## config.mk

```make
export PLATFORM = sky130hd
export DESIGN_NAME = can_serial_command_parser_flat
export DESIGN_NICKNAME = d
export VERILOG_FILES = /design/src/cscp_pkg.sv /design/src/cscp_if.sv /design/src/can_serial_command_parser.sv /design/src/flat_wrapper.sv
export SDC_FILE = /design/constraint.sdc
export NUM_CORES = 1
export LEC_CHECK = 0
export BUFFER_PORTS_ARGS = -buffer_cell sky130_fd_sc_hd__buf_4
export CAP_MARGIN = 20
export CORE_AREA = 2 2 214 164
export DETAILED_ROUTE_END_ITERATION = 8
export DIE_AREA = 0 0 216 166
export PLACE_DENSITY = 0.86
export RECOVER_POWER = 25
export SKIP_LAST_GASP = 1
export SLEW_MARGIN = 30
export SYNTH_ARGS = -nofsm -noshare
export SYNTH_HDL_FRONTEND = slang
export SYNTH_SLANG_ARGS = --single-unit
```

## constraint.sdc

```tcl
create_clock -name i_clk -period 11.67 [get_ports i_clk]
set_clock_uncertainty 0.05 [all_clocks]
set_input_delay 2.334 -clock i_clk [delete_from_list [all_inputs] [get_ports i_clk]]
set_output_delay 2.334 -clock i_clk [all_outputs]
set_load 0.01 [all_outputs]
```

## src/cscp_pkg.sv

```systemverilog
`timescale 1ns / 1ps
// ----------------------------------------------------------------------------
// cscp_pkg: shared types and constants of the CAN serial command parser
// Parse states, result kinds, opcodes and register addresses.
// ----------------------------------------------------------------------------
package cscp_pkg;

    localparam int unsigned BusLimitDefault = 2;
    localparam int unsigned MaxResults      = 17;
    localparam logic [7:0]  CmdStart        = 8'hF1;
    localparam logic [7:0]  BinStart        = 8'hE7;
    localparam logic [19:0] SpeedMax        = 20'd1000000;

    typedef enum logic [3:0] {
        ST_IDLE     = 4'd0,
        ST_COMMAND  = 4'd1,
        ST_SEND     = 4'd2,
        ST_SKIP_ONE = 4'd3,
        ST_SETUP    = 4'd5,
        ST_SYSTYPE  = 4'd7,
        ST_ECHO     = 4'd8,
        ST_EXT      = 4'd9
    } t_state;

    typedef enum logic [2:0] {
        K_REPLY  = 3'd0,
        K_SEND   = 3'd1,
        K_ECHO   = 3'd2,
        K_SETUP  = 3'd3,
        K_SYSTYP = 3'd4,
        K_BINARY = 3'd5
    } t_kind;

    localparam logic [7:0] OP_SEND     = 8'd0;
    localparam logic [7:0] OP_TIME     = 8'd1;
    localparam logic [7:0] OP_DIG      = 8'd2;
    localparam logic [7:0] OP_SETUP_ST = 8'd3;
    localparam logic [7:0] OP_SKIP4    = 8'd4;
    localparam logic [7:0] OP_BUSSET   = 8'd5;
    localparam logic [7:0] OP_BUSPAR   = 8'd6;
    localparam logic [7:0] OP_INFO     = 8'd7;
    localparam logic [7:0] OP_SKIP8    = 8'd8;
    localparam logic [7:0] OP_KEEP     = 8'd9;
    localparam logic [7:0] OP_SYSTYPE  = 8'd10;
    localparam logic [7:0] OP_ECHO     = 8'd11;
    localparam logic [7:0] OP_NBUS     = 8'd12;
    localparam logic [7:0] OP_EXTBUS   = 8'd13;
    localparam logic [7:0] OP_EXTSKIP  = 8'd14;

    localparam logic [0:0] REG_BUSCNT = 1'b0;
    localparam logic [0:0] REG_BUILD  = 1'b1;

    typedef struct packed {
        logic [2:0]  kind;
        logic [7:0]  data_byte;
        logic [30:0] frame_id;
        logic        frame_extended;
        logic [1:0]  bus_index;
        logic [3:0]  frame_length;
        logic [63:0] frame_data;
        logic        bus_enable;
        logic        bus_listen_only;
        logic [19:0] bus_speed;
        logic        last;
    } t_result;

    typedef struct packed {
        logic [7:0]  rx_byte;
        logic [31:0] timestamp_us;
    } t_item;

endpackage

```

## src/cscp_if.sv

```systemverilog
`timescale 1ns / 1ps
// ----------------------------------------------------------------------------
// cscp_if: valid/ready channel
// Carries one payload of type T per accepted request.
// ----------------------------------------------------------------------------
interface cscp_if #(
    parameter type T = logic [7:0]
);
    logic valid;
    logic ready;
    T     payload;

    modport source (output valid, output payload, input ready);
    modport sink   (input valid, input payload, output ready);
endinterface

```

## src/can_serial_command_parser.sv

```systemverilog
`timescale 1ns / 1ps
// ----------------------------------------------------------------------------
// can_serial_command_parser: host serial command parser for a CAN adapter
// Decodes host bytes into frames, bus setups, system types, binary flags and canned replies.
// ----------------------------------------------------------------------------
// Each accepted byte is decoded into a small burst of results (up to 17),
// held in a result buffer and then sent one result per cycle while the
// receiver is ready; the single output port drains the burst. The next byte
// is accepted in the same cycle that the last result of the burst leaves.
module can_serial_command_parser
    import cscp_pkg::*;
#(
    parameter int unsigned BUS_LIMIT = BusLimitDefault
) (
    input  logic        i_clk,
    input  logic        i_rst_n,
    cscp_if.sink        i_in,
    cscp_if.source      o_out,
    input  logic        psel,
    input  logic        penable,
    input  logic        pwrite,
    input  logic [2:0]  paddr,
    input  logic [31:0] pwdata,
    output logic [31:0] prdata,
    output logic        pready
);

    localparam int CW = $clog2(MaxResults + 1);

    // configuration
    logic [2:0]  r_bus_cnt;
    logic [15:0] r_build;
    assign pready = 1'b1;
    always_ff @(posedge i_clk) begin
        if (!i_rst_n) begin
            r_bus_cnt <= 3'd2;
            r_build   <= '0;
        end else if (psel && penable && pwrite) begin
            if (paddr[2] == REG_BUSCNT) r_bus_cnt <= pwdata[2:0];
            else                        r_build   <= pwdata[15:0];
        end
    end
    always_comb begin
        prdata = '0;
        if (paddr[2] == REG_BUSCNT) prdata[2:0] = r_bus_cnt;
        else                        prdata[15:0] = r_build;
    end

    // parser state
    t_state      r_state, n_state;
    logic [3:0]  r_step, n_step;
    logic [31:0] r_asm, n_asm;
    logic [30:0] r_fid, n_fid;
    logic        r_fext, n_fext;
    logic [1:0]  r_fbus, n_fbus;
    logic [3:0]  r_flen, n_flen;
    logic [63:0] r_fdat, n_fdat;
    logic [1:0]  r_ben, n_ben, r_blis, n_blis;
    logic [19:0] r_brate [2];
    logic [19:0] n_brate [2];
    logic [7:0]  r_systype, n_systype;
    logic        r_binary, n_binary;

    // result burst buffer
    logic [7:0]  r_rbytes [MaxResults];
    logic [7:0]  n_rbytes [MaxResults];
    t_result     r_single, n_single;
    logic        r_is_reply, n_is_reply;
    logic [CW-1:0] r_cnt, n_cnt, r_idx;

    logic in_take, out_take, busy_last;
    assign out_take  = o_out.valid && o_out.ready;
    assign busy_last = (r_idx == r_cnt - CW'(1));
    assign i_in.ready = (r_cnt == '0) || (out_take && busy_last);
    assign in_take = i_in.valid && i_in.ready;

    logic [7:0]  b;
    logic [31:0] now;
    assign b   = i_in.payload.rx_byte;
    assign now = i_in.payload.timestamp_us;

    function automatic logic [19:0] clamp_speed(input logic [31:0] w);
        return (w[19:0] > SpeedMax) ? SpeedMax : w[19:0];
    endfunction

    logic [31:0] asm_w;
    logic [5:0]  sh;
    logic        bsel, allow;

    // next state: decode one byte
    always_comb begin
        n_state = r_state; n_step = r_step; n_asm = r_asm;
        n_fid = r_fid; n_fext = r_fext; n_fbus = r_fbus; n_flen = r_flen;
        n_fdat = r_fdat; n_ben = r_ben; n_blis = r_blis; n_brate = r_brate;
        n_systype = r_systype; n_binary = r_binary;
        n_rbytes = r_rbytes; n_single = '0; n_is_reply = 1'b0; n_cnt = '0;
        asm_w = '0; sh = '0; bsel = 1'b0; allow = 1'b1;
        for (int k = 0; k < MaxResults; k++) n_rbytes[k] = '0;
        unique case (r_state)
            ST_COMMAND: begin
                n_state = ST_IDLE;
                n_is_reply = 1'b1;
                n_rbytes[0] = CmdStart;
                n_rbytes[1] = b;
                unique case (b)
                    OP_SEND, OP_ECHO: begin
                        n_state = (b == OP_SEND) ? ST_SEND : ST_ECHO;
                        n_step = '0; n_fdat = '0;
                    end
                    OP_TIME: begin
                        n_state = ST_SKIP_ONE; n_step = '0;
                        n_rbytes[2] = now[7:0];   n_rbytes[3] = now[15:8];
                        n_rbytes[4] = now[23:16]; n_rbytes[5] = now[31:24];
                        n_cnt = CW'(6);
                    end
                    OP_DIG: begin
                        n_rbytes[3] = CmdStart ^ OP_DIG;
                        n_cnt = CW'(4);
                    end
                    OP_SETUP_ST: begin
                        n_rbytes[16] = CmdStart ^ OP_SETUP_ST;
                        n_cnt = CW'(17);
                    end
                    OP_SKIP4, OP_SKIP8: begin
                        n_state = ST_SKIP_ONE; n_step = '0;
                    end
                    OP_BUSSET: begin
                        n_state = ST_SETUP; n_step = '0;
                    end
                    OP_BUSPAR: begin
                        for (int k = 0; k < 2; k++) begin
                            n_rbytes[2+5*k] = {3'b0, r_blis[k], 3'b0, r_ben[k]};
                            n_rbytes[3+5*k] = r_brate[k][7:0];
                            n_rbytes[4+5*k] = r_brate[k][15:8];
                            n_rbytes[5+5*k] = {4'b0, r_brate[k][19:16]};
                        end
                        n_cnt = CW'(12);
                    end
                    OP_INFO: begin
                        n_rbytes[2] = r_build[7:0];
                        n_rbytes[3] = r_build[15:8];
                        n_rbytes[4] = 8'h20;
                        n_cnt = CW'(8);
                    end
                    OP_KEEP: begin
                        n_rbytes[2] = 8'hDE; n_rbytes[3] = 8'hAD;
                        n_cnt = CW'(4);
                    end
                    OP_SYSTYPE: begin
                        n_state = ST_SYSTYPE; n_step = '0;
                    end
                    OP_NBUS: begin
                        n_rbytes[2] = {5'b0, r_bus_cnt};
                        n_cnt = CW'(3);
                    end
                    OP_EXTBUS: n_cnt = CW'(17);
                    OP_EXTSKIP: begin
                        n_state = ST_EXT; n_step = '0;
                    end
                    default: n_state = ST_COMMAND;
                endcase
            end
            ST_SEND, ST_ECHO: begin
                n_step = r_step + 4'd1;
                if (r_step < 4'd4) begin
                    asm_w = (r_step == 4'd0) ? 32'(b)
                          : (r_asm | (32'(b) << {r_step[1:0], 3'b000}));
                    n_asm = asm_w;
                    if (r_step == 4'd3) begin
                        n_fext = asm_w[31];
                        n_fid  = asm_w[30:0];
                    end
                end else if (r_step == 4'd4) begin
                    n_fbus = (r_state == ST_ECHO) ? {1'b0, b[0]} : b[1:0];
                end else if (r_step == 4'd5) begin
                    n_flen = (b[3:0] > 4'd8) ? 4'd8 : b[3:0];
                end else if ({1'b0, r_step} < {1'b0, r_flen} + 5'd6) begin
                    sh = {r_step[2:0] - 3'd6, 3'b000};
                    n_fdat = (r_fdat & ~(64'hFF << sh)) | (64'(b) << sh);
                end else begin
                    n_state = ST_IDLE;
                    n_single.frame_id = r_fid;
                    n_single.frame_extended = r_fext;
                    n_single.bus_index = r_fbus;
                    n_single.frame_length = r_flen;
                    n_single.frame_data = r_fdat;
                    if (r_state == ST_ECHO) begin
                        n_single.kind = K_ECHO; n_cnt = CW'(1);
                    end else begin
                        n_single.kind = K_SEND;
                        if (32'(r_fbus) < BUS_LIMIT) n_cnt = CW'(1);
                    end
                end
            end
            ST_SKIP_ONE: n_state = ST_IDLE;
            ST_SETUP: begin
                n_step = r_step + 4'd1;
                if (r_step < 4'd8) begin
                    asm_w = (r_step[1:0] == 2'd0) ? 32'(b)
                          : (r_asm | (32'(b) << {r_step[1:0], 3'b000}));
                    n_asm = asm_w;
                    if (r_step[1:0] == 2'd3) begin
                        bsel  = r_step[2];
                        allow = !bsel || (r_bus_cnt > 3'd1);
                        if (asm_w != '0 && allow) begin
                            if (asm_w[31]) begin
                                n_ben[bsel]  = asm_w[30];
                                n_blis[bsel] = asm_w[29];
                            end else begin
                                n_ben[bsel] = 1'b1;
                            end
                            n_brate[bsel] = clamp_speed(asm_w);
                        end else begin
                            n_ben[bsel] = 1'b0;
                        end
                        n_single.kind = K_SETUP;
                        n_single.bus_index = {1'b0, bsel};
                        n_single.bus_enable = n_ben[bsel];
                        n_single.bus_listen_only = n_blis[bsel];
                        n_single.bus_speed = n_brate[bsel];
                        n_cnt = CW'(1);
                        if (bsel) n_state = ST_IDLE;
                    end
                end else begin
                    n_state = ST_IDLE;
                end
            end
            ST_SYSTYPE: begin
                n_systype = b;
                n_single.kind = K_SYSTYP;
                n_single.data_byte = b;
                n_cnt = CW'(1);
                n_state = ST_IDLE;
            end
            ST_EXT: begin
                if (r_step >= 4'd11) n_state = ST_IDLE;
                n_step = r_step + 4'd1;
            end
            default: begin
                n_state = ST_IDLE;
                if (b == CmdStart) begin
                    n_state = ST_COMMAND;
                end else if (b == BinStart) begin
                    n_binary = 1'b1;
                    n_single.kind = K_BINARY;
                    n_single.data_byte = 8'd1;
                    n_cnt = CW'(1);
                end
            end
        endcase
    end

    always_ff @(posedge i_clk) begin
        if (!i_rst_n) begin
            r_state <= ST_IDLE; r_step <= '0; r_asm <= '0; r_fid <= '0;
            r_fext <= 1'b0; r_fbus <= '0; r_flen <= '0; r_fdat <= '0;
            r_ben <= '0; r_blis <= '0; r_brate[0] <= '0; r_brate[1] <= '0;
            r_systype <= '0; r_binary <= 1'b0; r_cnt <= '0; r_idx <= '0;
        end else if (in_take) begin
            r_state <= n_state; r_step <= n_step; r_asm <= n_asm;
            r_fid <= n_fid; r_fext <= n_fext; r_fbus <= n_fbus;
            r_flen <= n_flen; r_fdat <= n_fdat; r_ben <= n_ben;
            r_blis <= n_blis; r_brate <= n_brate; r_systype <= n_systype;
            r_binary <= n_binary; r_cnt <= n_cnt; r_idx <= '0;
        end else if (out_take) begin
            // advance through the burst, drop it after the last result
            if (busy_last) r_cnt <= '0;
            else           r_idx <= r_idx + CW'(1);
        end
    end

    always_ff @(posedge i_clk) begin
        if (in_take) begin
            r_rbytes   <= n_rbytes;
            r_single   <= n_single;
            r_is_reply <= n_is_reply;
        end
    end

    // outputs
    always_comb begin
        o_out.valid = (r_cnt != '0);
        if (r_is_reply) begin
            o_out.payload = '0;
            o_out.payload.kind = K_REPLY;
            o_out.payload.data_byte = r_rbytes[r_idx[$clog2(MaxResults)-1:0]];
        end else begin
            o_out.payload = r_single;
        end
        o_out.payload.last = busy_last;
    end

    assert property (@(posedge i_clk) disable iff (!i_rst_n)
        o_out.valid |-> r_idx < r_cnt)
        else $error("burst index beyond count");
    assert property (@(posedge i_clk) disable iff (!i_rst_n)
        in_take |-> (r_cnt == '0) || (out_take && busy_last))
        else $error("byte taken while burst pending");
    assert property (@(posedge i_clk) disable iff (!i_rst_n)
        (o_out.valid && !r_is_reply) |-> r_cnt == CW'(1))
        else $error("non-reply burst longer than one");
    assert property (@(posedge i_clk) disable iff (!i_rst_n)
        (o_out.valid && !o_out.ready) |=> $stable(r_idx))
        else $error("index moved while stalled");

endmodule

```

## src/flat_wrapper.sv

```systemverilog
// flat-port wrapper written by rule: the top's interface ports become plain ports
module can_serial_command_parser_flat import cscp_pkg::*;
#(
    parameter int unsigned BUS_LIMIT = BusLimitDefault
)
  (i_clk, i_rst_n, psel, penable, pwrite, paddr, pwdata, prdata, pready, i_in_valid, i_in_payload, i_in_ready, o_out_valid, o_out_payload, o_out_ready);
  cscp_if #(.T(t_item)) i_in_i ();
  cscp_if #(.T(t_result)) o_out_i ();
  input  logic i_clk;
  input  logic i_rst_n;
  input  logic psel;
  input  logic penable;
  input  logic pwrite;
  input  logic [2:0] paddr;
  input  logic [31:0] pwdata;
  output logic [31:0] prdata;
  output logic pready;
  input wire logic [$bits(i_in_i.valid)-1:0] i_in_valid;
  input wire logic [$bits(i_in_i.payload)-1:0] i_in_payload;
  output wire logic [$bits(i_in_i.ready)-1:0] i_in_ready;
  output wire logic [$bits(o_out_i.valid)-1:0] o_out_valid;
  output wire logic [$bits(o_out_i.payload)-1:0] o_out_payload;
  input wire logic [$bits(o_out_i.ready)-1:0] o_out_ready;
  assign i_in_i.valid = i_in_valid;
  assign i_in_i.payload = i_in_payload;
  assign i_in_ready = i_in_i.ready;
  assign o_out_valid = o_out_i.valid;
  assign o_out_payload = o_out_i.payload;
  assign o_out_i.ready = o_out_ready;
  can_serial_command_parser #(.BUS_LIMIT(BUS_LIMIT)) u_core (.i_clk(i_clk), .i_rst_n(i_rst_n), .i_in(i_in_i), .o_out(o_out_i), .psel(psel), .penable(penable), .pwrite(pwrite), .paddr(paddr), .pwdata(pwdata), .prdata(prdata), .pready(pready));
endmodule
```

==> impl_metrics.yaml <==
grt:
  grt-ovfl-total: 0
  antenna_found_initial: 4
  grt_pass1_vias: 15140
  grt_pass1_wl_um: 85600
  grt_max_degree: 118
  track_usage: 0.302
clocking:
  clk-insertion-delay-late_ps: 540
  clkSinkCount: 414
  cts_buffers: 42
  path_clk_slew_ps: 60
  ctsResizeCount: 0
  cts.htree.levels: 2
  clock_path_buffers: 3
  tritoncts: "built"
  hold_buffers: 0
  cts_root_buffer: "clkbuf_16"
  post-cts-setup-buffers: 0
pwr:
  ir_worst_vdd_mv: 0.121
  power_density_nw_per_um2: 139
  power.total_mw: 3.12
  leakage_nw: 8.29
final_layout:
  final_area_um2: 22400
  area_growth_pct: 16.0
  drive_above_1_share: 0.160
  layout.nets: 2136
detailed_routing:
  antenna_left: 0
  dr_total_vias: 15969
  drtIter0Drc: 2227
  vias_per_cell: 6.29
  wire_per_inst_um: 21.9
  wirelength_um: 55700
  dr.pass1.iters: 6
  drc_errors: 0
timing:
  finalSetupViolCount: 0
  setup_ws_ps: 3670
  fmax_ghz: 0.125
  slew_headroom: -1.29
  hold_viol_final: 0
  slew_viol_final: 454
  rsz0062_at_grt: "false"
  worst_pin_slew_ps: 3440
  fin_crit_sh: 0.686
  tns_ps: 0
  period_minus_slack_ps: 8000
outcome:
  status: "complete, but fails checks"
  violations: "max-capacitance violations, max-slew violations"
floorplanning:
  core-area_um2: 34000
  io_pins: 253
  dieHeight_um: 166
  num_rows: 59
  die_area_um2: 35900
  dieWidth_um: 216
  start_util: 0.569
synth:
  netlist_area_um2: 19300
  ys.flop_type: "dfxtp_1"
  synth.largest_area_cell: "edfxtp_1"
  synthArstFlopShare: 0
  netlist_top_cells_count: "215 x dfxtp_1, 199 x edfxtp_1, 161 x nor2_1"
  yosysSeqAreaShare: 0.532
  yosysTopAreaCellShare: 0.309
  avgSynthCellArea_um2: 10.1
  synth-seq-cells: 414
  synth_edf_count: 199
  synth_cells: 1917
  synth_area_leaders: "edfxtp_1 31%, dfxtp_1 22%, and2_1 5.1%"
  yosysMostFrequentCell: "dfxtp_1"
  yosys_warnings: 0
  ys_types: 85
place:
  pre_cts_ws_ps: 5800
  dp_hpwl_um: 36500
  portBuffers: 217
  gp_congestion: 0.937
  dpl-instance-area_um2: 21000
job:
  maxCapViolations: 11
critical_path:
  startpoint_type: "input pin"
  crit_chain: "clkbuf_1 -> clkinvlp_2 -> a21oi_1 -> a22o_1"
  required_ps: 12090
  arrival_ps: 8420
  crit_path_max_incr_delay_ps: 2750
  cp_max_fo: 66
  cp_slowest_cell: "clkinvlp_2"
  worstSetupPathType: "in2reg"
  worst_setup_path_end_kind: "flop"
min_path:
  hold_class: "reg2reg"
[sequential cells by signal, summed over array words and instances (netlist names), 3 cells and up]
| name | flops |
|---|---|
| u_core.r_cnt | 5 |
| u_core.r_single | 135 |
| u_core.r_brate | 40 |
| u_core.r_bus_cnt | 3 |
| u_core.r_flen | 4 |
| u_core.r_fdat | 64 |
| u_core.r_rbytes | 64 |
| u_core.r_fid | 31 |
| u_core.r_state | 4 |
| u_core.r_step | 4 |
| u_core.r_asm | 32 |
| u_core.r_build | 16 |
| u_core.r_idx | 5 |
[metal layers]
layer  track usage  up-vias  wire [µm]
li1              -     7153          -
met1         0.448     7710      23600
met2         0.441      989      24100
met3        0.0681      113       6760
met4        0.0905        4       1190
met5             0        -         41
[final cells by class]
cell class | count | area (µm²)
Antenna cell | 5 | 12.5
Clock inverter | 19 | 176
Sequential cell | 414 | 10300
Tap cell | 457 | 572
Timing Repair Buffer | 241 | 1790
Inverter | 31 | 118
Clock buffer | 59 | 1240
Fill cell | 2634 | 11500
Multi-Input combinational cell | 1311 | 8230
[placed cells by master, fill, tap and decap left out, drive strengths merged, types with 31 or more instances in the layout]
cell type,netlist,layout
a211oi,32,32
a21oi,146,146
a22oi,32,32
a32o,46,46
and2,160,160
buf,58,228
clkbuf,118,72
dfxtp,215,215
edfxtp,199,199
inv,30,31
mux2i,41,41
nand2,115,115
nor2,162,162
nor2b,140,140
nor3,55,55
o21ai,49,49
[per-stage QoR]
step                utilization  std cells  hold slack [ps]
floorplan                     -       1932              384
global placement          0.618       2453              388
detailed placement        0.619       2454              395
CTS                       0.661       2532              410
global route              0.660       2532              422
finish                    0.660       2537              409
[logic make-up after synthesis]
family          Yosys count  synth area share
xor+xnor                 13           0.00589
buf+inv                 207            0.0480
mux                      54            0.0317
other cells               2          0.000388
fa+ha+maj                13           0.00841
flops                   414             0.532
compound gates          453             0.165
simple gates            761             0.209
[critical path: cells and delay by family]
family	cells	cell delay [ps]
buf+inv	2	4140
compound gates	2	1910
[final timing paths]
| path | from | slack, ps | cells after the start | to |
|---|---|---|---|---|
| setup / recovery | i_rst_n | 3670 | 4 | u_core.r_fdat[20]$_SDFFE_PN0P_ |
| hold / removal | u_core.r_fdat[41]$_SDFFE_PN0P_ | 410 | 1 | u_core.r_fdat[41]$_SDFFE_PN0P_ |
| setup reg to reg | u_core.r_step[1]$_SDFFE_PN0P_ | 5480 | 7 | u_core.r_single[111]$_SDFFCE_PP0P_ |
| hold reg to reg | u_core.r_fdat[41]$_SDFFE_PN0P_ | 410 | 1 | u_core.r_fdat[41]$_SDFFE_PN0P_ |
[power by group]
part           switching, mW  internal (mW)  leakage, nW
clock network          0.561          0.811        0.703
logic                  0.119         0.0688         3.83
registers             0.0104           1.55         3.76
total                  0.691           2.43         8.29
No activity file was read; power rests on OpenSTA's default activity.
